--- src/design/rrt_pkg.sv ---
// Shared types, constants and helpers for the RRT tree extend engine.
// Used by rrt_sqrt, rrt_div and the top level; no dependencies.
package rrt_pkg;

  localparam int MAX_NODES = 1024;
  localparam int IDX_W     = $clog2(MAX_NODES);
  localparam int CNT_W     = IDX_W + 1;
  localparam int MAX_BOXES = 16;
  localparam int BOX_AW    = $clog2(MAX_BOXES);
  localparam int BCNT_W    = BOX_AW + 1;
  localparam int COORD_W   = 12;
  localparam int COST_W    = 32;
  localparam int D2_W      = 2 * COORD_W + 1;
  localparam int PROD_W    = 2 * (COORD_W + 1);

  // square root unit: radicand sized for d2 shifted up by 16 (Q8 result)
  localparam int SQ_IN_W   = 2 * ((D2_W + 16 + 1) / 2);
  localparam int SQ_OUT_W  = SQ_IN_W / 2;
  localparam int SQ_CNT_W  = $clog2(SQ_OUT_W + 1);

  // divider for the growth offset
  localparam int DIV_N_W   = 32;
  localparam int DIV_D_W   = SQ_OUT_W;
  localparam int DIV_CNT_W = $clog2(DIV_N_W + 1);

  localparam logic [COORD_W:0] COORD_SPAN = 13'd4096;
  localparam logic [CNT_W-1:0] GOAL_SAT   = 11'd2047;

  // commands
  localparam logic [1:0] CMD_SAMPLE  = 2'd0;
  localparam logic [1:0] CMD_BOX     = 2'd1;
  localparam logic [1:0] CMD_RESTART = 2'd2;

  // status codes
  localparam logic [3:0] ST_ADDED    = 4'd0;
  localparam logic [3:0] ST_CLOSE    = 4'd1;
  localparam logic [3:0] ST_OFFMAP   = 4'd2;
  localparam logic [3:0] ST_COLLIDE  = 4'd3;
  localparam logic [3:0] ST_FULL     = 4'd4;
  localparam logic [3:0] ST_BOX_OK   = 4'd5;
  localparam logic [3:0] ST_BOX_FULL = 4'd6;
  localparam logic [3:0] ST_RESTART  = 4'd7;
  localparam logic [3:0] ST_EMPTY    = 4'd8;

  // configuration register indexes
  localparam logic [2:0] CFG_MAP_W   = 3'd0;
  localparam logic [2:0] CFG_MAP_H   = 3'd1;
  localparam logic [2:0] CFG_STEP    = 3'd2;
  localparam logic [2:0] CFG_START_X = 3'd3;
  localparam logic [2:0] CFG_START_Y = 3'd4;
  localparam logic [2:0] CFG_GOAL_X  = 3'd5;
  localparam logic [2:0] CFG_GOAL_Y  = 3'd6;
  localparam logic [2:0] CFG_STAR    = 3'd7;

  typedef struct packed {
    logic [COST_W-1:0]  cost;
    logic [IDX_W-1:0]   parent;
    logic [COORD_W-1:0] y;
    logic [COORD_W-1:0] x;
  } node_t;

  typedef struct packed {
    logic [COORD_W-1:0] y2;
    logic [COORD_W-1:0] x2;
    logic [COORD_W-1:0] y1;
    logic [COORD_W-1:0] x1;
  } box_t;

  localparam int NODE_W = $bits(node_t);
  localparam int BOX_W  = $bits(box_t);

  function automatic logic [COST_W-1:0] sat_add(input logic [COST_W-1:0] a,
                                                input logic [SQ_OUT_W-1:0] b);
    logic [COST_W:0] s;
    s = {1'b0, a} + {{(COST_W + 1 - SQ_OUT_W){1'b0}}, b};
    return s[COST_W] ? {COST_W{1'b1}} : s[COST_W-1:0];
  endfunction

endpackage

--- src/design/rrt_div.sv ---
// Restoring divider, one quotient bit per cycle.
// Depends on rrt_pkg.
module rrt_div import rrt_pkg::*; (
  input  logic                 clk,
  input  logic                 rst,
  input  logic                 start,
  input  logic [DIV_N_W-1:0]   dividend,
  input  logic [DIV_D_W-1:0]   divisor,
  output logic                 done,
  output logic [DIV_N_W-1:0]   quotient
);

  logic [DIV_D_W-1:0]   dvs;
  logic [DIV_D_W:0]     rem;
  logic [DIV_CNT_W-1:0] cnt;
  logic                 busy;
  logic [DIV_D_W:0]     rem_sh;
  logic                 ge;

  // quotient register doubles as the dividend shifter
  assign rem_sh = {rem[DIV_D_W-1:0], quotient[DIV_N_W-1]};
  assign ge     = rem_sh >= {1'b0, dvs};

  always_ff @(posedge clk) begin
    if (rst) begin
      busy <= 1'b0;
      done <= 1'b0;
      cnt  <= '0;
    end else begin
      done <= 1'b0;
      if (start) begin
        busy     <= 1'b1;
        cnt      <= '0;
        quotient <= dividend;
        dvs      <= divisor;
        rem      <= '0;
      end else if (busy) begin
        rem      <= ge ? rem_sh - {1'b0, dvs} : rem_sh;
        quotient <= {quotient[DIV_N_W-2:0], ge};
        cnt      <= cnt + 1'b1;
        if (cnt == DIV_CNT_W'(DIV_N_W - 1)) begin
          busy <= 1'b0;
          done <= 1'b1;
        end
      end
    end
  end

endmodule

--- config.mk ---
export PLATFORM = sky130hd
export DESIGN_NAME = rrt_div
export DESIGN_NICKNAME = d
export VERILOG_FILES = /design/src/design/rrt_pkg.sv /design/src/design/rrt_div.sv
export SDC_FILE = /design/constraint.sdc
export NUM_CORES = 1
export LEC_CHECK = 0
export CAP_MARGIN = 10
export CORE_MARGIN = 2
export CORE_UTILIZATION = 50
export DETAILED_ROUTE_END_ITERATION = 12
export DONT_BUFFER_PORTS = 1
export GPL_TIMING_DRIVEN = 0
export HOLD_SLACK_MARGIN = 0.05
export PLACE_DENSITY_LB_ADDON = 0.25
export RECOVER_POWER = 25
export SKIP_CTS_REPAIR_TIMING = 1
export SYNTH_ARGS = -nofsm -noshare
export SYNTH_HDL_FRONTEND = slang
export SYNTH_SLANG_ARGS = --single-unit
--- constraint.sdc ---
create_clock -name clk -period 5.65 [get_ports clk]
set_input_delay 0.565 -clock clk [delete_from_list [all_inputs] [get_ports clk]]
set_output_delay 0.565 -clock clk [all_outputs]
set_load 0.02 [all_outputs]
==> impl_metrics.json, run 1 <==
{
  "htree_levels": 3,
  "ant_nets": 0,
  "rsz0062_at_grt": "false",
  "die_y_um": 99.0,
  "die_w_um": 99.0,
  "drt-total-wl_um": 8930,
  "crit_path_end_kind": "flop",
  "path_buf_inv": 4,
  "ys_top_cells_by_area": "edfxtp_1, mux2_2, ha_1",
  "vias": 2945,
  "cts_root_buffer": "clkbuf_8",
  "grt_pass1_vias": 3003,
  "hold_class": "primary input to flop",
  "row_count": 34,
  "numClockSinks": 82,
  "synth_cell_type_count": 51,
  "arrival_ns": 3.41,
  "vdd_drop_max_v": 0.000208,
  "crit_type": "flop to flop",
  "synth_ff_type": "edfxtp_1",
  "port_buffers": 0,
  "hold_viol": 0,
  "power_density_nw_per_um2": 314,
  "maxCapViolations": 0,
  "power_mw": 1.54,
  "synth-seq-cells": 82,
  "die_area_um2": 9800,
  "p_leak_nw": 1.87,
  "outcome": "completed",
  "drc_errors": 0,
  "post-route-min-period_ns": 3.33,
  "wl_per_cell_um": 17.3,
  "grt_first_pass_wirelength_um": 14500,
  "yosysSeqAreaShare": 0.528,
  "overflow": 0,
  "netlist.area_leader.share": 0.492,
  "cp_top_family": "compound AO/OA/AOI/OAI gates",
  "hpwl_um": 6500,
  "place_inst": 500,
  "grt_usage": 0.187,
  "numCtsBuffers": 9,
  "syn_inst": 390,
  "syn_nets": 469,
  "synthArstFlopShare": 0,
  "clockBufferDepth": 2,
  "ios": 89,
  "fmax_mhz": 300,
  "worst-path-max-fanout": 10,
  "layout.cells.non_filler": 516,
  "synth-edff-count": 74,
  "cp.required_ns": 5.73,
  "fin_setup_tns_ns": 0,
  "startpoint_type": "flop",
  "path_clk_slew_ns": 0.10,
  "cpPeakStageDelay_ns": 0.52,
  "drt_iter0_drc": 120,
  "area_delta_synth_final_pct": 8.37,
  "synthesis.area_per_instance_um2": 11.6,
  "num_antenna_cells": 0,
  "grt_max_degree": 30,
  "first_pass_iters": 4,
  "antenna_found_initial": 0,
  "syn-cell-area_um2": 4510,
  "cts_tree": "done",
  "via_per_inst": 5.71,
  "yosys.area.top_type": "edfxtp_1",
  "crit_slowest_cell": "edfxtp_1",
  "drive_above_1_share": 0.172,
  "timing.final.crit_share": 0.589,
  "drv_slew": 0,
  "max_slew.worst_pin.slew_ns": 0.954,
  "max-slew-margin-rel": 0.363,
  "place_congestion": 0.925,
  "yosys_warnings": 0,
  "clkLatencyLatePin_ns": 0.36,
  "crit_chain": "inv_1 -> ha_1 -> inv_1 -> fa_1 -> a21oi_1 -> o21ai_2 -> o21ai_2 -> a41oi_2 -> nor4_2 -> buf_6 -> buf_12 -> mux2i_1 -> nor2_1",
  "setup_violations": 0,
  "initial_core_util": 0.518,
  "nNetsFinal": 482,
  "skew_ns": 0.0172,
  "core_region_area_um2": 8720
}
-- flip-flops by register name (all words and copies together), names as in the netlist --
register and flops:
quotient 32, dvs 21, rem 21, cnt 6, busy 1, done 1
-- synthesized netlist by cell type, types with 3 or more instances --
master / number
a211oi_1: 4
a21o_1: 3
a21oi_1: 31
and3_1: 4
buf_1: 3
buf_2: 4
buf_6: 3
clkbuf_1: 6
dfxtp_1: 8
edfxtp_1: 74
ha_1: 22
inv_1: 27
mux2_2: 31
mux2i_1: 15
nand2_1: 30
nand3_1: 6
nand4_1: 7
nor2_1: 36
nor3_1: 4
o21a_1: 3
o21ai_0: 13
xnor2_1: 7
xor2_1: 12
-- placed cells by master (no fill, tap or decap), types with 4 or more instances in the layout --
cell,instances
clkbuf_8,9
edfxtp_1,74
a211oi_1,4
mux2_2,31
a21oi_1,30
clkbuf_1,7
o21ai_0,13
nor2_1,35
nand3_1,6
dfxtp_1,8
ha_1,22
xnor2_1,7
buf_2,4
inv_1,27
xor2_1,12
nor3_1,4
nand2_1,30
nand4_1,7
mux2i_1,15
and3_1,4
-- area by class of cell --
cell class | instances | area (um2)
Sequential cell | 82 | 2380
Clock inverter | 5 | 41.3
Timing Repair Buffer | 2 | 35.0
Buffer | 17 | 108
Clock buffer | 11 | 153
Tap cell | 108 | 135
Inverter | 27 | 101
Fill cell | 731 | 3830
Multi-Input combinational cell | 264 | 1940
-- logic make-up (layout without fill, tap and decap cells) --
logic type,Yosys count,after routing,synth area share
AOI/OAI and AO/OA,72,72,0.103
xor gates and xnor gates,19,19,0.0369
adders and majority gates,23,23,0.0654
buffers and inverters,44,62,0.0463
DFF,82,82,0.528
muxes,46,46,0.111
and+or+nand+nor,104,104,0.110
-- where the power goes --
group	switching (mW)	total, mW	internal, mW
Combinational	0.199	0.349	0.150
Clock	0.235	0.427	0.192
Sequential	0.0402	0.760	0.720
Total	0.475	1.54	1.06
-- through the flow --
stage	worst slack (ns)	area (um2)	hold slack, ns	util
finish	2.32	4890	0.290	0.561
global route	2.07	4890	0.262	0.561
CTS	2.33	4890	0.268	0.561
detailed placement	2.36	4700	0.490	0.539
global placement	0.118	4650	0.472	0.533
floorplan	1.55	4510	0.432	-
-- final timing paths --
| path | cells past startpoint | slack, ns | to | from |
|---|---|---|---|---|
| max | 13 | 2.32 | rem[7] | quotient[31] |
| min | 0 | 0.29 | dvs[20] | divisor[20] |
| max reg2reg | 13 | 2.32 | rem[7] | quotient[31] |
| min reg2reg | 1 | 0.50 | done | cnt[5] |
-- per-layer routing --
metal  routed length, um  share of wire  GRT usage  vias up
li1                    -              -          -     1452
met1                4100           0.46      0.240     1391
met2                4090           0.46      0.295       93
met3                 650          0.073     0.0780        9
met4                  95          0.011     0.0495        0
met5                   0              0          0        -
Note: power is estimated with default switching activity, not from simulation.
==> run 2: changes to the inputs <==
clock period = 2.86 ns   (was 5.65 ns; I/O delays follow)
==> run 2 against run 1 <==
The flow now finishes with violations (negative setup slack). Routed wire length up 6.5%. Total power up 100%. Combinational power up 130%. Via count up 6.7%. Sequential power up 97%. Cell area up 8.0%. Final cell count up 6.6%. Hold slack worse by 0.16 ns. Register-to-register slack worse by 2.6 ns.
==> impl_metrics.json, run 2 (synthesis results as in run 1) <==
{
  "outcome": "complete, but fails checks",
  "violations": "negative setup slack",
  "htree_levels": 3,
  "via_per_inst": 5.71,
  "drv_slew": 0,
  "timing.rr.start": "quotient[31]",
  "min_delay_path_depth": 1,
  "num_antenna_cells": 0,
  "hp-start": "dividend[4]",
  "largest_reg_flops": 32,
  "grt_first_pass_wirelength_um": 15000,
  "core_region_area_um2": 8720,
  "grt_pass1_vias": 3062,
  "hold_class": "primary input to flop",
  "clkLatencyLatePin_ns": 0.36,
  "antenna_found_initial": 0,
  "setup_violations": 22,
  "path_clk_slew_ns": 0.10,
  "drt_iter0_drc": 195,
  "hold_viol": 0,
  "cp.required_ns": 2.96,
  "ios": 89,
  "timing.final.crit_share": 1.08,
  "fmax_mhz": 322,
  "cts_root_buffer": "clkbuf_8",
  "vdd_drop_max_v": 0.000359,
  "crit_path_end_kind": "flop",
  "vias": 3141,
  "rr_worst_depth": 13,
  "port_buffers": 0,
  "reg2reg_to": "rem[2]",
  "place_inst": 500,
  "worst-path-max-fanout": 9,
  "die_area_um2": 9800,
  "die_w_um": 99.0,
  "overflow": 0,
  "first_pass_iters": 4,
  "hpwl_um": 6550,
  "numCtsBuffers": 9,
  "rsz0062_at_grt": "true",
  "area_delta_synth_final_pct": 17.1,
  "wl_per_cell_um": 17.3,
  "nNetsFinal": 516,
  "layout_common_cells": "edfxtp_1, nor2_1, mux2_2, nand2_1, a21oi_1",
  "crit_type": "flop to flop",
  "row_count": 34,
  "post-route-min-period_ns": 3.10,
  "cts_tree": "done",
  "ant_nets": 0,
  "p_leak_nw": 2.03,
  "filler_cell_count": 703,
  "grt_usage": 0.194,
  "maxCapViolations": 0,
  "max-slew-margin-rel": 0.393,
  "layout.cells.non_filler": 550,
  "holdWs_ns": 0.132,
  "hold_path_end": "quotient[4]",
  "grt_max_degree": 29,
  "r2r_setup_slack_ns": -0.24,
  "die_y_um": 99.0,
  "skew_ns": 0.0127,
  "startpoint_type": "flop",
  "drt-total-wl_um": 9520,
  "place_congestion": 0.896,
  "regMostFlops": "quotient",
  "numClockSinks": 82,
  "clockBufferDepth": 2,
  "power_density_nw_per_um2": 595,
  "top_regs": "quotient (32), dvs (21), rem (21)",
  "arrival_ns": 3.21,
  "initial_core_util": 0.518,
  "drc_errors": 0,
  "max_slew.worst_pin.slew_ns": 0.908,
  "drive_above_1_share": 0.210,
  "final_common_cell": "edfxtp_1",
  "fin_ws_ns": -0.242
}
-- run 2: cell count changes in the layout (fill, tap and decap cells not counted), sizes merged --
cell / delta
clkinvlp: +1
inv: +1
buf: +11
dlygate4sd3: +21
-- run 2: report_power, final --
part	internal, mW	switching (mW)
clock network	0.340	0.502
registers	1.42	0.0806
logic	0.372	0.430
-- run 2: cell type report --
class / instances / area, um2 / share of cell area
repair buffers: 36 / 378 / 0.0715
flip-flops and latches: 82 / 2380 / 0.451
multi-input cells: 264 / 1990 / 0.376
clock inverters: 7 / 67.6 / 0.0128
inverters: 27 / 101 / 0.0192
plain buffers: 17 / 111 / 0.0211
well taps: 108 / 135 / 0.0256
clock buffers: 9 / 124 / 0.0234
-- run 2: through the flow --
stage | setup TNS, ns | util | total power [mW] | setup WS (ns) | area, um2
after detailed placement | -6.32 | 0.539 | 2.22 | -0.376 | 4700
final | -4.45 | 0.606 | 3.15 | -0.242 | 5290
after global routing | -7.17 | 0.606 | 3.31 | -0.392 | 5290
after floorplan | 0 | - | 2.07 | 0.0130 | 4520
after global placement | -41.37 | 0.534 | 2.20 | -0.657 | 4660
after CTS | -6.71 | 0.561 | 3.06 | -0.389 | 4890
-- run 2: layer usage --
metal	wire length [um]	share of wire	vias to the layer above	GRT usage
li1	-	-	1517	-
met2	4430	0.46	111	0.307
met1	4280	0.45	1496	0.250
met3	647	0.068	17	0.0723
met4	159	0.017	0	0.0611
met5	0	0	-	0
-- run 2: critical path, cell delays in order (launching register included) --
cell and delay [ns]:
edfxtp_1 0.52, inv_2 0.13, ha_4 0.13, inv_2 0.04, fa_2 0.39, a21oi_2 0.17, o21ai_2 0.12, o21ai_4 0.22
a41oi_2 0.17, nor4_4 0.35, buf_6 0.20, clkbuf_16 0.16, mux2i_1 0.17, nor2_1 0.06
-- run 2: worst max path at each step --
stage | startpoint | end | depth (start not counted)
detailed placement | quotient[31] | rem[2] | 13
global placement | start | rem[18] | 3
CTS | quotient[31] | rem[8] | 13
global route | quotient[31] | rem[6] | 13
floorplan | quotient[31] | rem[10] | 13
finish | quotient[31] | rem[2] | 13
