**src/design/rrt_pkg.sv**
```systemverilog
// Shared types, constants and helpers for the RRT tree extend engine.
// Used by rrt_sqrt, rrt_div and the top level; no dependencies.
package rrt_pkg;

  localparam int MAX_NODES = 1024;
  localparam int IDX_W     = $clog2(MAX_NODES);
  localparam int CNT_W     = IDX_W + 1;
  localparam int MAX_BOXES = 16;
  localparam int BOX_AW    = $clog2(MAX_BOXES);
  localparam int BCNT_W    = BOX_AW + 1;
  localparam int COORD_W   = 12;
  localparam int COST_W    = 32;
  localparam int D2_W      = 2 * COORD_W + 1;
  localparam int PROD_W    = 2 * (COORD_W + 1);

  // square root unit: radicand sized for d2 shifted up by 16 (Q8 result)
  localparam int SQ_IN_W   = 2 * ((D2_W + 16 + 1) / 2);
  localparam int SQ_OUT_W  = SQ_IN_W / 2;
  localparam int SQ_CNT_W  = $clog2(SQ_OUT_W + 1);

  // divider for the growth offset
  localparam int DIV_N_W   = 32;
  localparam int DIV_D_W   = SQ_OUT_W;
  localparam int DIV_CNT_W = $clog2(DIV_N_W + 1);

  localparam logic [COORD_W:0] COORD_SPAN = 13'd4096;
  localparam logic [CNT_W-1:0] GOAL_SAT   = 11'd2047;

  // commands
  localparam logic [1:0] CMD_SAMPLE  = 2'd0;
  localparam logic [1:0] CMD_BOX     = 2'd1;
  localparam logic [1:0] CMD_RESTART = 2'd2;

  // status codes
  localparam logic [3:0] ST_ADDED    = 4'd0;
  localparam logic [3:0] ST_CLOSE    = 4'd1;
  localparam logic [3:0] ST_OFFMAP   = 4'd2;
  localparam logic [3:0] ST_COLLIDE  = 4'd3;
  localparam logic [3:0] ST_FULL     = 4'd4;
  localparam logic [3:0] ST_BOX_OK   = 4'd5;
  localparam logic [3:0] ST_BOX_FULL = 4'd6;
  localparam logic [3:0] ST_RESTART  = 4'd7;
  localparam logic [3:0] ST_EMPTY    = 4'd8;

  // configuration register indexes
  localparam logic [2:0] CFG_MAP_W   = 3'd0;
  localparam logic [2:0] CFG_MAP_H   = 3'd1;
  localparam logic [2:0] CFG_STEP    = 3'd2;
  localparam logic [2:0] CFG_START_X = 3'd3;
  localparam logic [2:0] CFG_START_Y = 3'd4;
  localparam logic [2:0] CFG_GOAL_X  = 3'd5;
  localparam logic [2:0] CFG_GOAL_Y  = 3'd6;
  localparam logic [2:0] CFG_STAR    = 3'd7;

  typedef struct packed {
    logic [COST_W-1:0]  cost;
    logic [IDX_W-1:0]   parent;
    logic [COORD_W-1:0] y;
    logic [COORD_W-1:0] x;
  } node_t;

  typedef struct packed {
    logic [COORD_W-1:0] y2;
    logic [COORD_W-1:0] x2;
    logic [COORD_W-1:0] y1;
    logic [COORD_W-1:0] x1;
  } box_t;

  localparam int NODE_W = $bits(node_t);
  localparam int BOX_W  = $bits(box_t);

  function automatic logic [COST_W-1:0] sat_add(input logic [COST_W-1:0] a,
                                                input logic [SQ_OUT_W-1:0] b);
    logic [COST_W:0] s;
    s = {1'b0, a} + {{(COST_W + 1 - SQ_OUT_W){1'b0}}, b};
    return s[COST_W] ? {COST_W{1'b1}} : s[COST_W-1:0];
  endfunction

endpackage

```
**src/design/rrt_sqrt.sv**
```systemverilog
// Bit-serial integer square root, one result bit per cycle.
// Depends on rrt_pkg.
module rrt_sqrt import rrt_pkg::*; (
  input  logic                clk,
  input  logic                rst,
  input  logic                start,
  input  logic [SQ_IN_W-1:0]  radicand,
  output logic                done,
  output logic [SQ_OUT_W-1:0] root
);

  logic [SQ_IN_W-1:0]  x;
  logic [SQ_OUT_W+2:0] rem;
  logic [SQ_CNT_W-1:0] cnt;
  logic                busy;
  logic [SQ_OUT_W+2:0] rem_sh;
  logic [SQ_OUT_W+2:0] trial;
  logic                ge;

  assign rem_sh = {rem[SQ_OUT_W:0], x[SQ_IN_W-1 -: 2]};
  assign trial  = {1'b0, root, 2'b01};
  assign ge     = rem_sh >= trial;

  always_ff @(posedge clk) begin
    if (rst) begin
      busy <= 1'b0;
      done <= 1'b0;
      cnt  <= '0;
    end else begin
      done <= 1'b0;
      if (start) begin
        busy <= 1'b1;
        cnt  <= '0;
        x    <= radicand;
        rem  <= '0;
        root <= '0;
      end else if (busy) begin
        x <= {x[SQ_IN_W-3:0], 2'b00};
        if (ge) begin
          rem  <= rem_sh - trial;
          root <= {root[SQ_OUT_W-2:0], 1'b1};
        end else begin
          rem  <= rem_sh;
          root <= {root[SQ_OUT_W-2:0], 1'b0};
        end
        cnt <= cnt + 1'b1;
        if (cnt == SQ_CNT_W'(SQ_OUT_W - 1)) begin
          busy <= 1'b0;
          done <= 1'b1;
        end
      end
    end
  end

endmodule

```
**config.mk**
```make
export PLATFORM = sky130hd
export DESIGN_NAME = rrt_sqrt
export DESIGN_NICKNAME = d
export VERILOG_FILES = /design/src/design/rrt_pkg.sv /design/src/design/rrt_sqrt.sv
export SDC_FILE = /design/constraint.sdc
export NUM_CORES = 1
export LEC_CHECK = 0
export BUFFER_PORTS_ARGS = -buffer_cell sky130_fd_sc_hd__buf_2
export CORE_MARGIN = 2
export CORE_UTILIZATION = 35
export DETAILED_ROUTE_END_ITERATION = 8
export PLACE_DENSITY = 0.54
export SYNTH_ARGS = -nofsm -noshare
export SYNTH_HDL_FRONTEND = slang
export SYNTH_SLANG_ARGS = --single-unit
export TNS_END_PERCENT = 20
```
**constraint.sdc**
```tcl
create_clock -name clk -period 9 [get_ports clk]
set_input_delay 2.7 -clock clk [delete_from_list [all_inputs] [get_ports clk]]
set_output_delay 2.7 -clock clk [all_outputs]
set_load 0.05 [all_outputs]
```
==> impl_metrics.tcl, run 1 <==
set metrics [dict create \
    fp.dieW_um 124.5 \
    start_util_pct 35.38 \
    synth_top_area_share_pct 50.21 \
    die_area_sq_um 15510 \
    holdBufCountCts 0 \
    hpwl_mm 7.047 \
    ant_nets 0 \
    cts.clk_slew.worst_paths_ps 70 \
    layout-drive-gt1-share_pct 27.51 \
    endpoint_kind "flop" \
    cts_tree "yes" \
    viasPerCell 5.013 \
    pin_count 67 \
    cp.arrival_ps 4530 \
    vdd_drop_max_mv 0.1123 \
    synth_compound_area_share_pct 10.98 \
    area_growth_pct 15.78 \
    clockBufferDepth 2 \
    async_flop_share_pct 0 \
    maxSlewHeadroom_pct 34.99 \
    cts-htree-levels 3 \
    synth_cell_types 57 \
    rows 44 \
    grt_max_degree 70 \
    yosysTopAreaCell "edfxtp_1" \
    cp-start-kind "input pin" \
    antennaDiodeCount 0 \
    post-route-period-util_pct 50.45 \
    via_count 3419 \
    wl_mm 10.01 \
    drc_errors 0 \
    cts_resized 0 \
    criticalPathCategory "input pin to flop" \
    numCtsBuffers 9 \
    avgSynthCellArea_sq_um 11.66 \
    synth_fa_ha_area_share_pct 6.153 \
    num-fill-cells 1388 \
    rsz0062_at_grt "false" \
    synth_xor_area_share_pct 3.790 \
    powerDensity_nw_per_um2 205.5 \
    regArea_sq_um 2693 \
    synth_mux_area_share_pct 11.42 \
    post_cts_buffers 0 \
    antenna_found_initial 0 \
    synth-simple-area-share_pct 10.53 \
    skew_ps 6.857 \
    synth-main-ff-cell "edfxtp_1" \
    total_power_w 0.001210 \
    gp_congestion 0.8030 \
    p_comb_share_pct 23.3 \
    worst_slack_ps 4459 \
    grt_pass1_wl_mm 17.39 \
    status "complete, no violations" \
    synthTopCellsByArea "edfxtp_1, mux2_2, ha_1, nor2_1, dfxtp_1" \
    setup_viol 0 \
    firstDrtPassIters 4 \
    syn_area_sq_um 5084 \
    slew_viol_final 0 \
    worst_pin_slew_ps 972.9 \
    ys_ff_latch 92 \
    required_ps 8990 \
    leakage_nw 2.340 \
    core_area_sq_um 14370 \
    clk-insertion-delay-late_ps 360 \
    synth_edf_count 85 \
    design_area_sq_um 5886 \
    ys_seq_area_share_pct 52.97 \
    finalCriticalPeriod_ps 4541 \
    place_area_sq_um 5570 \
    clock_sinks 92 \
    synth_top_family_by_area "multiplexers" \
    power_frac_seq_pct 43.2 \
    clock-root-buffer "clkbuf_16" \
    ys_warn_count 0 \
    dr.first_iter.drc_count 213 \
    p_clk_share_pct 33.5 \
    max_freq_mhz 220.2 \
    pre_cts_slack_ps 4002 \
    worstPathMaxFanout 51 \
    grt.total_usage_pct 13.97 \
    port_buffers 66 \
    grt_pass1_vias 3575 \
    p_sw_w 0.0003625 \
    nNetsFinal 563 \
    p_int_w 0.0008472 \
    synth_fp_nets 506 \
    synthCells 436 \
    grt-ovfl-total 0 \
    yosysMostFrequentCell "edfxtp_1" \
    multi_input_comb_area_sq_um 2187 \
    routedWlPerCell_um 14.68 \
    die_y_um 124.5 \
    hold_class "flop to flop" \
    yosys-top-cells-count "edfxtp_1, nor2_1, mux2_2" \
    swShare_pct 29.97 \
    hold_violations 0 \
    fin_setup_tns_ps 0 \
    r2r_slack_ps 5980 \
    drv_cap 0 \
]
[registers in the layout, summed over array words and instances, names as in the netlist]
register / count
x: 42
rem: 22
root: 21
cnt: 5
busy: 1
done: 1
[through the flow]
step / std cells / hold slack (ps) / utilization (%)
2_1_floorplan: 436 / 479.3 / -
3_3_place_gp: 666 / 496.8 / 38.77
3_5_place_dp: 666 / 519.1 / 38.77
4_1_cts: 682 / 535.5 / 40.96
5_1_grt: 682 / 561.8 / 40.96
6_report: 682 / 531.4 / 40.96
[power by group through the flow]
stage | Sequential [W] | Clock [W] | Combinational (W)
floorplan | 0.000550 | 0 | 0.000208
global placement | 0.000532 | 0 | 0.000280
detailed placement | 0.000533 | 0 | 0.000283
CTS | 0.000523 | 0.000423 | 0.000284
global route | 0.000527 | 0.000433 | 0.000316
finish | 0.000523 | 0.000406 | 0.000281
[cells in the final DEF, fill, tap and decap left out, drive strengths merged, types with 2 or more instances in the layout]
cell	netlist	layout
edfxtp	85	85
buf	10	69
nor2	55	55
mux2	40	40
inv	28	33
ha	25	25
nand2	19	19
a21oi	19	19
o21ai	15	15
mux2i	13	13
xnor2	12	12
xor2	10	10
a211oi	10	10
clkbuf	13	9
nand3	8	8
dfxtp	7	7
nand4	6	6
o21a	6	6
a31oi	6	6
nor3	6	6
and2	5	5
a21o	5	5
nor2b	4	4
and3	2	2
o21bai	2	2
nor3b	2	2
o211a	2	2
or3	2	2
or2	2	2
[layout make-up]
cell class,instances,area share [%]
repair buffers,69,6.037
clock buffers,9,3.827
well taps,184,3.912
inverters,28,1.786
clock inverters,7,1.531
flip-flops and latches,92,45.75
multi-input cells,293,37.16
[cells by family (layout without fill, tap and decap cells)]
group           count (synthesis)  after routing
simple gates                  115            115
flops                          92             92
compound gates                 78             78
mux                            53             53
buf+inv                        51            113
fa+ha+maj                      25             25
xor+xnor                       22             22
[worst max-delay path: stages]
cell	delay [ps]
buf_4	230
nor2_1	110
nor2_4	750
buf_4	680
[path summary, 6_finish.rpt]
| kind | start | cells past startpoint | end |
|---|---|---|---|
| max | start | 4 | rem[17] |
| min | cnt[4] | 2 | cnt[4] |
| max reg2reg | root[0] | 10 | rem[19] |
| min reg2reg | cnt[4] | 2 | cnt[4] |
[per-layer routing]
layer	wire length, um	vias to the layer above	track usage [%]
met5	0	-	0
met4	181	0	5.618
met3	668	13	4.983
met2	4553	70	21.50
met1	4606	1632	17.93
li1	-	1704	-
Power figures use the tool's default switching activity.
==> run 2: changes to the inputs <==
- clock period: 9 -> 4.35 ns (I/O delays scaled with it)
==> run 2 against run 1 <==
Effect of this change:
- clock skew is 1.0 ps higher
- critical path depth grew 6
- worst hold slack got worse by 1.6 ps
- non-clock buffer count rose by 1
- utilization shrank 0.070 points
- power rose by 100%
- count of clock-buffer cells in the layout grew 1
- global-route usage shrank 0.52 points
- design area fell by 0.17%
- critical endpoint is now rem[18]
- highest routed layer unchanged
==> impl_metrics.tcl, run 2 (same netlist as run 1, synthesis figures left out) <==
set metrics [dict create \
    vdd_drop_max_mv 0.2197 \
    hold_class "flop to flop" \
    start_util_pct 35.38 \
    layout_commonest_cell "edfxtp_1" \
    clk-insertion-delay-late_ps 350 \
    gp_congestion 0.8080 \
    grt_pass1_vias 3546 \
    max_flop_register "x" \
    numCtsBuffers 9 \
    skew_ps 7.897 \
    multi_input_comb_area_sq_um 2187 \
    p_int_w 0.001695 \
    cts_resized 0 \
    routedWlPerCell_um 14.71 \
    hold_violations 0 \
    via_count 3450 \
    status "complete, no violations" \
    max_freq_mhz 337.8 \
    leakage_nw 2.330 \
    pin_count 67 \
    area_growth_pct 15.58 \
    critPathSlowestCell "edfxtp_1" \
    viasPerCell 5.051 \
    powerDensity_nw_per_um2 414.9 \
    cp.arrival_ps 3140 \
    drv_cap 0 \
    rows 44 \
    post_cts_buffers 0 \
    clockBufferDepth 2 \
    max_stage_delay_ps 410 \
    drc_errors 0 \
    final_util_pct 40.89 \
    clock_sinks 92 \
    largest_reg_flops 42 \
    antenna_found_initial 0 \
    rsz0062_at_grt "false" \
    holdWs_ps 529.7 \
    maxSlewHeadroom_pct 64.10 \
    post-route-period-util_pct 68.06 \
    p_sw_w 0.0007425 \
    place_area_sq_um 5590 \
    worst_pin_slew_ps 538.6 \
    grt-ovfl-total 0 \
    die_y_um 124.5 \
    port_buffers 66 \
    grt.total_usage_pct 13.45 \
    cts_tree "yes" \
    layout-drive-gt1-share_pct 27.45 \
    cp-start-kind "flop" \
    hpwl_mm 6.939 \
    endpoint_kind "flop" \
    firstDrtPassIters 4 \
    clock-root-buffer "clkbuf_16" \
    mostFrequentLayoutCells "edfxtp_1, buf_2, nor2_1" \
    setup_viol 0 \
    cts-htree-levels 3 \
    die_area_sq_um 15510 \
    grt_pass1_wl_mm 16.97 \
    p_comb_share_pct 24.2 \
    criticalPathCategory "flop to flop" \
    dr.first_iter.drc_count 212 \
    swShare_pct 30.46 \
    required_ps 4530 \
    design_area_sq_um 5876 \
    worstPathMaxFanout 14 \
    grt_max_degree 87 \
    ant_nets 0 \
    wl_mm 10.04 \
    power_frac_seq_pct 44.4 \
    antennaDiodeCount 0 \
    cts.clk_slew.worst_paths_ps 70 \
    slew_viol_final 0 \
    fp.dieW_um 124.5 \
    fin_setup_tns_ps 0 \
    nNetsFinal 564 \
    core_area_sq_um 14370 \
    regArea_sq_um 2693 \
    finalCriticalPeriod_ps 2961 \
    p_clk_share_pct 31.5 \
    holdBufCountCts 0 \
    num-fill-cells 1426 \
    top_regs "x (42), rem (22), root (21)" \
    cp_cell_sequence "inv_1 -> ha_1 -> nor2b_1 -> o31ai_1 -> a31oi_2 -> a211oi_4 -> a21oi_2 -> buf_4 -> or2_0 -> a21oi_1" \
]
==> run 2: cell types whose count changed in the layout (fill, tap and decap cells not counted) <==
cell	change
clkbuf_1	+1
inv_8	-1
buf_12	+1
bufinv_16	-1
clkinvlp_4	+1
==> run 2: layout make-up <==
cell class / count / share of cell area [%]
Clock buffer: 10 / 3.897
Clock inverter: 6 / 0.9583
Inverter: 28 / 1.789
Multi-Input combinational cell: 293 / 37.22
Sequential cell: 92 / 45.83
Tap cell: 184 / 3.918
Timing Repair Buffer: 70 / 6.388
==> run 2: routing by layer <==
layer	GRT usage [%]	wire, um	up-vias
met3	4.768	758	11
met1	17.39	4566	1630
met2	20.96	4579	102
met4	4.627	140	0
li1	-	-	1707
met5	0	0	-
==> run 2: worst max-delay path, delay by kind of cell (launching register included) <==
kind / cells / cell delay, ps
flops: 1 / 410
simple gates: 2 / 400
buf+inv: 2 / 380
compound gates: 5 / 1310
fa+ha+maj: 1 / 290
==> run 2: per-stage QoR <==
| stage | total power [W] | worst slack, ps | instances |
|---|---|---|---|
| 2_1_floorplan | 0.001564 | 778.0 | 436 |
| 3_3_place_gp | 0.001685 | 1514 | 667 |
| 3_5_place_dp | 0.001691 | 1416 | 667 |
| 4_1_cts | 0.002478 | 1393 | 683 |
| 5_1_grt | 0.002575 | 1196 | 683 |
| 6_report | 0.002438 | 1389 | 683 |
==> run 2: power by group through the flow <==
| stage | sequential (W) | combinational, W | clock [W] |
|---|---|---|---|
| floorplan | 0.00113 | 0.000431 | 0 |
| global placement | 0.00110 | 0.000584 | 0 |
| detailed placement | 0.00110 | 0.000589 | 0 |
| CTS | 0.00108 | 0.000594 | 0.000802 |
| global route | 0.00109 | 0.000658 | 0.000828 |
| finish | 0.00108 | 0.000589 | 0.000767 |
==> run 2: worst paths after layout <==
check / slack (ps) / from / end / cells after the start
worst max-delay path: 1390 / root[0] / rem[18] / 10
worst min-delay path: 530 / cnt[4] / cnt[4] / 2
worst max register to register: 1390 / root[0] / rem[18] / 10
worst min register to register: 530 / cnt[4] / cnt[4] / 2
