File: src/design/rrt_ram.sv
// Generic single-write, single-read RAM with registered read data.
// No dependencies.
module rrt_ram #(
  parameter int W = 8,
  parameter int D = 16
) (
  input  logic                 clk,
  input  logic                 we,
  input  logic [$clog2(D)-1:0] waddr,
  input  logic [W-1:0]         wdata,
  input  logic                 re,
  input  logic [$clog2(D)-1:0] raddr,
  output logic [W-1:0]         rdata
);

  logic [W-1:0] mem [D];

  always_ff @(posedge clk) begin
    if (we) begin
      mem[waddr] <= wdata;
    end
    if (re) begin
      rdata <= mem[raddr];
    end
  end

endmodule

File: config.mk
export PLATFORM = sky130hd
export DESIGN_NAME = rrt_ram
export DESIGN_NICKNAME = d
export VERILOG_FILES = /design/src/design/rrt_ram.sv
export SDC_FILE = /design/constraint.sdc
export NUM_CORES = 1
export LEC_CHECK = 0
export BUFFER_PORTS_ARGS = -buffer_cell sky130_fd_sc_hd__buf_2
export CORE_MARGIN = 2
export CORE_UTILIZATION = 34
export CTS_CLUSTER_DIAMETER = 150
export CTS_CLUSTER_SIZE = 14
export DETAILED_ROUTE_END_ITERATION = 10
export PLACE_DENSITY = 0.49
export SYNTH_ARGS = -nofsm -noshare
export SYNTH_HDL_FRONTEND = slang
export SYNTH_SLANG_ARGS = --single-unit
File: constraint.sdc
create_clock -name clk -period 2.2 [get_ports clk]
set_input_delay 0.44 -clock clk [delete_from_list [all_inputs] [get_ports clk]]
set_output_delay 0.44 -clock clk [all_outputs]
set_load 0.03 [all_outputs]
==> results of run 1 <==
[worst max-delay path, delay by kind of cell]
kind | cells | cell delay [ns]
simple gates | 1 | 0.10
buf+inv | 2 | 0.33
mux | 1 | 0.56
compound gates | 1 | 0.30
[metal layers]
metal  track usage  wire, µm  share of wire
met5             0         0              0
met4        0.0698       200          0.019
met3        0.0359       396          0.038
met2         0.219      5030           0.48
met1         0.190      4860           0.46
[metrics by stage]
| stage | cell area [µm²] | setup WS, ns |
|---|---|---|
| floorplan | 5230 | 0.267 |
| finish | 6200 | 0.615 |
| CTS | 6200 | 0.630 |
| global placement | 5700 | 0.174 |
| global route | 6200 | 0.583 |
| detailed placement | 5700 | 0.191 |
[state kept, by name, summed over array words and instances (netlist names)]
register,flops
mem,128
rdata,8
[final cells by class]
class,instances,area (µm²),area share
clock buffers,24,452,0.0728
clock inverters,6,52.6,0.00847
multi-input cells,83,1060,0.170
flip-flops and latches,136,4080,0.659
well taps,188,235,0.0379
repair buffers,48,320,0.0517
[placed cells by master (no fill, tap or decap), types with 3 or more instances in the layout]
cell type / count
clkinv_2: 3
clkbuf_16: 17
clkbuf_1: 7
buf_2: 26
a22oi_1: 16
nor2_1: 13
buf_4: 20
mux4_1: 14
nand2_1: 9
mux4_2: 18
nor3_1: 4
edfxtp_1: 136
[final timing paths]
| path | end | slack [ns] | cells past startpoint |
|---|---|---|---|
| worst min register to register | rdata[1] | 0.73 | 3 |
| worst max-delay path | rdata[5] | 0.61 | 5 |
| worst max register to register | rdata[4] | 0.70 | 3 |
| worst min-delay path | rdata[6] | 0.40 | 1 |
[power by group]
group	leakage, nW	switching (W)	internal, W
clock network	0.247	0.000935	0.00152
logic	0.598	0.000178	0.000118
registers	1.24	0.0000135	0.00292
total	2.08	0.00113	0.00456
[cells in the mapped netlist]
cell type | instances | area, µm²
mux4_2 | 18 | 405
or3b_2 | 1 | 8.76
nand3b_1 | 2 | 15.0
nor3_1 | 4 | 20.0
buf_4 | 1 | 7.51
edfxtp_1 | 136 | 4080
buf_6 | 3 | 33.8
nand2_1 | 9 | 33.8
nand3_1 | 1 | 5.00
nor2b_1 | 1 | 6.26
and2_1 | 1 | 6.26
mux4_1 | 14 | 368
clkdlybuf4s25_2 | 3 | 30.0
nor2_1 | 13 | 48.8
and2b_1 | 1 | 7.51
a22oi_1 | 16 | 120
nand2b_1 | 2 | 12.5
buf_2 | 3 | 15.0
[kinds of logic after synthesis]
kind of cell,Yosys count,synth area share
mux,32,0.148
compound gates,16,0.0230
simple gates,35,0.0314
flops,136,0.781
buf+inv,10,0.0165
==> flow_summary_export.csv, run 1 <==
group,metric,value,unit
worst_setup_path,crit_arrival,1.74,ns
clocking,cts_setup_buffers,0,
logic_synthesis,yosysWarnings,0,
worst_setup_path,crit_fanout,19,
sta,setup_violations,0,
logic_synthesis,avgSynthCellArea,22.8,µm²
finish,final_util,0.411,
worst_setup_path,cp_data_required_time,2.35,ns
route,drc,0,
placement,dp_cells,455,
min_path,min_from,"re",
sta,max_freq,631,MHz
clocking,clk_latency,0.41,ns
clocking,cts_tree,"built",
floorplanning,dieArea,16400,µm²
worst_setup_path,slowest_delay,0.56,ns
logic_synthesis,post_synth_num_cell_types,18,
clocking,clk_pin_slew_worst_paths,0.05,ns
sta,finalHoldViolCount,0,
worst_setup_path,critPathLaunchType,"primary input",
grt,gr-usage-all-layers,0.142,
clocking,post_cts_resized,0,
grt,antenna_found_initial,0,
sta,fin_worst_skew,0.00496,ns
placement,io_buffer_count,26,
clocking,hold_buffers,0,
clocking,numClockSinks,136,
floorplanning,fp.dieH,128,µm
route,wirelength,10.5,mm
clocking,cts_buffers,17,
floorplanning,io_pins,27,
worst_setup_path,cp-startpoint,"raddr[0]",
route,wl_per_cell,21.6,µm
grt,grt_pass1_vias,2593,
logic_synthesis,syn-num-nets,248,
pwr,power.density,918,nW/µm²
pwr,leakagePower,2.08,nW
route,firstDrtPassIters,4,
placement,place_hpwl,6.77,mm
job,max_cap_violations,0,
sta,hold-worst-slack,0.403,ns
logic_synthesis,ys_seq_elements,136,
worst_setup_path,cpMaxStageDelayCell,"mux4_1",
grt,grt_pass1_wl,16.2,mm
sta,period_needed,1.59,ns
clocking,htree_levels,4,
finish,drive_gt1_frac,0.296,
grt,grt_max_degree,33,
logic_synthesis,synth_cells,229,
sta,slew_violations,0,
sta,finalCritPeriodShare,0.721,
logic_synthesis,syn-cell-area,5230,µm²
route,drtAntennaViolNets,0,
finish,n_antenna_cell,0,
route,drt_iter0_drc,225,
worst_setup_path,path_cells,"buf_2 -> buf_12 -> mux4_1 -> a22oi_1 -> nand2_1",
floorplanning,coreArea,15100,µm²
clocking,root_buffer,"clkbuf_16",
sta,rsz0062_at_grt,"false",
worst_setup_path,path_class,"primary input to flop",
outcome,status,"complete, no violations",
placement,routabilityCongestion,0.760,
route,vias,2449,
grt,grt.overflow.total,0,
floorplanning,initial_core_util,0.346,
pwr,finalPower,0.00569,W
finish,instances_no_fill,485,
finish,nets,305,
sta,worstMarginPinSlew,0.393,ns
min_path,min_path_type,"primary input to flop",
floorplanning,rows,45,
clocking,clockBufferDepth,2,
floorplanning,die_w,128,µm
sta,slew_headroom,0.738,
worst_setup_path,r2r_start,"mem[0][4]",
logic_synthesis,seq_area_frac_synth,0.781,
worst_setup_path,endpoint_kind,"flop",
sta,finalSetupTns,0,ns
pwr,peakVddDrop,0.543,mV
finish,fillCellCount,1359,
finish,area_growth,18.6,%
route,routed_via_density,5.05,
Power figures use the tool's default switching activity.
==> run 2, diff against run 1 <==
--- a/config.mk
+++ b/config.mk
@@ -11,7 +11,7 @@
 export CTS_CLUSTER_DIAMETER = 150
 export CTS_CLUSTER_SIZE = 14
 export DETAILED_ROUTE_END_ITERATION = 10
-export PLACE_DENSITY = 0.49
+export PLACE_DENSITY = 0.51
 export SYNTH_ARGS = -nofsm -noshare
 export SYNTH_HDL_FRONTEND = slang
 export SYNTH_SLANG_ARGS = --single-unit
==> constraint.sdc (replaced) <==
create_clock -name clk -period 1.3 [get_ports clk]
set_input_delay 0.26 -clock clk [delete_from_list [all_inputs] [get_ports clk]]
set_output_delay 0.26 -clock clk [all_outputs]
set_load 0.03 [all_outputs]
==> run 2 against run 1 <==
Net effect: the run now ends with negative setup slack left; sequential share of layout area fell by 3.7 points; register-to-register slack lost 0.83 ns; utilization is 2.5 points higher; count of clock-buffer cells in the layout fell by 4; final area up 6.0%; critical path depth is 2 lower; clock power increased by 96%; cell count grew 3.7%; non-clock buffer count rose by 17; sequential power is 69% higher; sequential cell count unchanged; die area stayed put; largest power group unchanged.
==> flow_summary_export.csv, run 2 (synthesis results as in run 1) <==
group,metric,value,unit
clocking,htree_levels,4,
finish,top_register,"mem",
min_path,worstHoldPathCells,1,
clocking,hold_buffers,0,
clocking,cts_tree,"built",
placement,routabilityCongestion,0.725,
worst_setup_path,r2r-end,"rdata[6]",
sta,finalCritPeriodShare,1.10,
outcome,violations,"negative setup slack",
pwr,comb_power_share,0.059,
placement,place_ws,-0.676,ns
finish,fillCellCount,1323,
min_path,min_from,"re",
finish,reg_top3,"mem: 128 flops, rdata: 8 flops",
worst_setup_path,r2r_start,"mem[11][6]",
finish,mostFrequentLayoutCells,"136 x edfxtp_1, 32 x mux4_2, 28 x buf_4",
grt,grt_pass1_wl,16.5,mm
pwr,power.density,1580,nW/µm²
finish,register_area,4080,µm²
floorplanning,die_w,128,µm
outcome,status,"finished, violations left",
sta,hold-worst-slack,0.219,ns
finish,largest_reg_flops,128,
floorplanning,io_pins,27,
sta,fin_worst_skew,0.0148,ns
finish,multi_input_area,1090,µm²
sta,layout_setup_ws,-0.130,ns
route,drtAntennaViolNets,0,
min_path,hold_path_end,"rdata[0]",
clocking,clk_latency,0.42,ns
pwr,leakagePower,2.19,nW
worst_setup_path,crit_fanout,1,
pwr,seqPwrFrac,0.478,
route,wirelength,10.7,mm
sta,slew_violations,0,
finish,final_common_cell,"edfxtp_1",
grt,grt.overflow.total,0,
clocking,root_buffer,"clkbuf_16",
grt,gr-usage-all-layers,0.145,
route,routed_via_density,4.93,
pwr,p_int,0.00839,W
route,vias,2478,
min_path,min_path_type,"primary input to flop",
job,max_cap_violations,0,
floorplanning,dieArea,16400,µm²
finish,n_antenna_cell,0,
worst_setup_path,cp-startpoint,"mem[11][6]",
floorplanning,fp.dieH,128,µm
pwr,peakVddDrop,0.961,mV
clocking,clockBufferDepth,2,
worst_setup_path,path_class,"flop to flop",
grt,grt_pass1_vias,2675,
clocking,numClockSinks,136,
finish,nets,322,
worst_setup_path,cp_data_required_time,1.45,ns
floorplanning,rows,45,
pwr,power.switching,0.00201,W
finish,drive_gt1_frac,0.448,
worst_setup_path,critPathLaunchType,"flop",
route,drt_iter0_drc,290,
sta,setup_violations,8,
route,drc,0,
floorplanning,coreArea,15100,µm²
route,wl_per_cell,21.3,µm
grt,grt_max_degree,23,
pwr,clkPwrFrac,0.463,
clocking,cts_buffers,17,
sta,finalHoldViolCount,0,
clocking,clk_pin_slew_worst_paths,0.06,ns
sta,max_freq,699,MHz
placement,place_hpwl,6.95,mm
worst_setup_path,reg2reg_setup_slack,-0.13,ns
sta,period_needed,1.43,ns
sta,slew_headroom,0.430,
finish,area_growth,25.7,%
floorplanning,initial_core_util,0.346,
placement,io_buffer_count,26,
worst_setup_path,ff2ff_path_depth,3,
grt,antenna_found_initial,0,
sta,rsz0062_at_grt,"true",
sta,worstMarginPinSlew,0.852,ns
worst_setup_path,endpoint_kind,"flop",
pwr,p_sw_frac,0.194,
route,firstDrtPassIters,4,
worst_setup_path,crit_arrival,1.58,ns
[run 2: changes by cell type in the layout (fill, tap and decap cells not counted), moves of 4 or more]
cell / delta
nor3_1: -4
mux4_1: -14
clkbuf_1: -4
a22oi_2: +10
buf_12: +8
buf_6: +4
buf_4: +8
a22oi_1: -10
mux4_2: +14
[run 2: cell type report]
class                           instances  share of cell area
Sequential cell                       136               0.621
Multi-Input combinational cell         83               0.166
Tap cell                              188              0.0358
Clock buffer                           20              0.0664
Timing Repair Buffer                   65              0.0868
Clock inverter                         11              0.0236
[run 2: per-layer routing]
metal	routed length [µm]	vias to the layer above	share of wire	track usage
li1	-	1114	-	-
met4	123	0	0.011	0.0465
met3	426	11	0.040	0.0467
met5	0	-	0	0
met2	5000	52	0.47	0.214
met1	5190	1301	0.48	0.204
[run 2: metrics by stage]
stage,instance area (µm²),cells,util,setup TNS [ns],total power [W]
after floorplan,5250,229,-,-1.78,0.00537
after global placement,5850,466,0.388,-14.20,0.00563
after detailed placement,5850,466,0.388,-15.41,0.00563
after CTS,6490,496,0.430,-0.764,0.0105
after global routing,6570,503,0.436,-1.14,0.0107
final,6570,503,0.436,-0.668,0.0104
[run 2: how the worst max path moves through the flow]
stage                    end  slack [ns]  depth (start not counted)
detailed placement  rdata[6]       -0.68                          6
global placement    rdata[1]       -0.67                          6
CTS                 rdata[6]       -0.13                          3
finish              rdata[6]       -0.13                          3
floorplan           rdata[1]       -0.16                          5
global route        rdata[6]       -0.17                          3
[run 2: repair_timing]
| item | 4_1_cts | 5_1_grt |
|---|---|---|
| resized for setup | 12 | 8 |
| setup buffers | 0 | 7 |
| pin swaps | 4 | 0 |
| setup endpoints to repair | 9 | 11 |
[run 2: power groups by stage]
stage / clock, W / sequential (W) / combinational [W]
CTS: 0.00490 / 0.00497 / 0.000593
global placement: 0 / 0.00506 / 0.000565
detailed placement: 0 / 0.00506 / 0.000572
finish: 0.00482 / 0.00497 / 0.000609
global route: 0.00507 / 0.00498 / 0.000662
floorplan: 0 / 0.00510 / 0.000276
[run 2: worst max-delay path: stages (launching register included)]
cell      delay (ns)
edfxtp_1        0.35
mux4_2          0.49
a22oi_2         0.23
nand2_1         0.09
==> run 3, diff against run 2 <==
--- a/config.mk
+++ b/config.mk
@@ -6,6 +6,7 @@
 export NUM_CORES = 1
 export LEC_CHECK = 0
 export BUFFER_PORTS_ARGS = -buffer_cell sky130_fd_sc_hd__buf_2
+export CAP_MARGIN = 20
 export CORE_MARGIN = 2
 export CORE_UTILIZATION = 34
 export CTS_CLUSTER_DIAMETER = 150
==> constraint.sdc (replaced) <==
create_clock -name clk -period 1.3 [get_ports clk]
set_input_delay 0.26 -clock clk [delete_from_list [all_inputs] [get_ports clk]]
set_output_delay 0.26 -clock clk [all_outputs]
set_load 0.01 [all_outputs]
==> run 3 against run 2 <==
Net effect: the run still ends with negative setup slack left; sequential power about the same; via count down 0.12%; highest routed layer unchanged; non-clock buffer count unchanged; routed wire length about the same.
==> flow_summary_export.csv, run 3 (synthesis results as in run 1) <==
group,metric,value,unit
worst_setup_path,critPathLaunchType,"flop",
sta,layout_setup_ws,-0.136,ns
finish,instances_no_fill,503,
grt,busiest_layer,"met2",
placement,routabilityCongestion,0.725,
floorplanning,die_w,128,µm
worst_setup_path,reg2reg_setup_slack,-0.14,ns
route,drtAntennaViolNets,0,
pwr,peakVddDrop,0.961,mV
floorplanning,fp.dieH,128,µm
floorplanning,dieArea,16400,µm²
finish,n_antenna_cell,0,
finish,final_util,0.434,
placement,dpl_cell_area,5850,µm²
worst_setup_path,ff2ff_path_depth,3,
outcome,violations,"negative setup slack",
min_path,min_path_type,"primary input to flop",
worst_setup_path,setup.worst_path.end,"rdata[6]",
placement,dp_cells,466,
outcome,status,"finished, violations left",
clocking,cts_tree,"built",
sta,finalHoldViolCount,0,
route,firstDrtPassIters,4,
clocking,numClockSinks,136,
clocking,htree_levels,4,
worst_setup_path,crit_arrival,1.59,ns
route,wirelength,10.7,mm
worst_setup_path,r2r_start,"mem[11][6]",
grt,antenna_found_initial,0,
finish,area_growth,25.4,%
finish,top_register,"mem",
placement,io_buffer_count,26,
grt,grt_pass1_vias,2675,
finish,nets,322,
worst_setup_path,crit_fanout,1,
worst_setup_path,cp-startpoint,"mem[11][6]",
route,routed_via_density,4.92,
sta,worstMarginPinSlew,0.855,ns
grt,grtUsageMet2,0.214,
route,wl_per_cell,21.4,µm
clocking,clk_pin_slew_worst_paths,0.06,ns
grt,met1_usage,0.204,
finish,final_common_cell,"edfxtp_1",
finish,fin_area,6550,µm²
floorplanning,coreArea,15100,µm²
sta,fin_worst_skew,0.0147,ns
sta,finalCritPeriodShare,1.10,
sta,slew_headroom,0.428,
pwr,power.density,1580,nW/µm²
floorplanning,initial_core_util,0.346,
job,max_cap_violations,0,
clocking,clockBufferDepth,2,
floorplanning,io_pins,27,
sta,rsz0062_at_grt,"true",
route,drt_iter0_drc,260,
grt,grt.overflow.total,0,
grt,grt_max_degree,23,
finish,fillCellCount,1323,
clocking,root_buffer,"clkbuf_16",
worst_setup_path,crit_cells,3,
worst_setup_path,path_class,"flop to flop",
clocking,cts_buffers,17,
worst_setup_path,endpoint_kind,"flop",
worst_setup_path,r2r-end,"rdata[6]",
finish,drive_gt1_frac,0.448,
route,vias,2475,
placement,place_hpwl,6.95,mm
sta,period_needed,1.44,ns
finish,mostFrequentLayoutCells,"136 x edfxtp_1, 32 x mux4_2, 28 x buf_4",
floorplanning,rows,45,
finish,reg_top3,"mem: 128 flops, rdata: 8 flops",
worst_setup_path,cpLargestDelayFamily,"multiplexers",
pwr,leakagePower,2.19,nW
grt,met3_usage,0.0467,
sta,slew_violations,0,
sta,setup_violations,8,
worst_setup_path,critPathBufInv,0,
worst_setup_path,cp_data_required_time,1.45,ns
grt,grt_pass1_wl,16.5,mm
finish,largest_reg_flops,128,
worst_setup_path,path_cells,"mux4_2 -> a22oi_2 -> nand2_1",
clocking,clk_latency,0.42,ns
grt,gr-usage-all-layers,0.145,
worst_setup_path,cpMaxStageDelayCell,"mux4_2",
worst_setup_path,slowest_delay,0.49,ns
sta,max_freq,697,MHz
sta,finalSetupTns,-0.680,ns
clocking,hold_buffers,0,
route,drc,0,
==> run 3: cell counts in the layout (fill, tap and decap cells not counted) <==
Identical to the previous run, type by type.
==> run 3: metal layers <==
metal	vias up	share of wire
met4	0	0.011
met2	52	0.46
li1	1114	-
met3	11	0.040
met1	1298	0.48
met5	-	0
==> run 3: through the flow <==
stage / total power (W) / hold WS (ns) / setup slack, ns
after floorplan: 0.00534 / 0.359 / -0.160
after global placement: 0.00559 / 0.657 / -0.665
after detailed placement: 0.00560 / 0.653 / -0.676
after CTS: 0.0104 / 0.215 / -0.130
after global routing: 0.0107 / 0.214 / -0.168
final: 0.0104 / 0.218 / -0.136
==> run 3: final cells by class <==
| cell class | instances | area [µm²] | area share |
|---|---|---|---|
| Clock inverter | 11 | 155 | 0.0237 |
| Timing Repair Buffer | 65 | 552 | 0.0842 |
| Clock buffer | 20 | 437 | 0.0666 |
| Multi-Input combinational cell | 83 | 1090 | 0.166 |
| Sequential cell | 136 | 4080 | 0.623 |
| Tap cell | 188 | 235 | 0.0359 |
==> run 3: where the power goes <==
group / switching, W / leakage [nW] / internal (W)
Sequential: 0.0000262 / 1.24 / 0.00494
Combinational: 0.000300 / 0.663 / 0.000268
Clock: 0.00165 / 0.288 / 0.00317
Total: 0.00198 / 2.19 / 0.00838
==> run 3: how the worst min path moves through the flow <==
| stage | start | end | slack (ns) | cells past startpoint |
|---|---|---|---|---|
| 2_1_floorplan | wdata[0] | mem[0][0] | 0.36 | 0 |
| 5_1_grt | re | rdata[0] | 0.21 | 1 |
| 3_5_place_dp | re | rdata[0] | 0.65 | 1 |
| 3_3_place_gp | wdata[0] | mem[7][0] | 0.66 | 1 |
| 6_report | re | rdata[0] | 0.22 | 1 |
| 4_1_cts | re | rdata[0] | 0.21 | 1 |
==> run 3: repair_timing <==
| action | 4_1_cts | 5_1_grt |
|---|---|---|
| pin swaps | 4 | 0 |
| cloned | 0 | 0 |
| gates resized for setup | 11 | 1 |
| endpoints found under the setup margin | 8 | 8 |
| setup buffers | 0 | 7 |
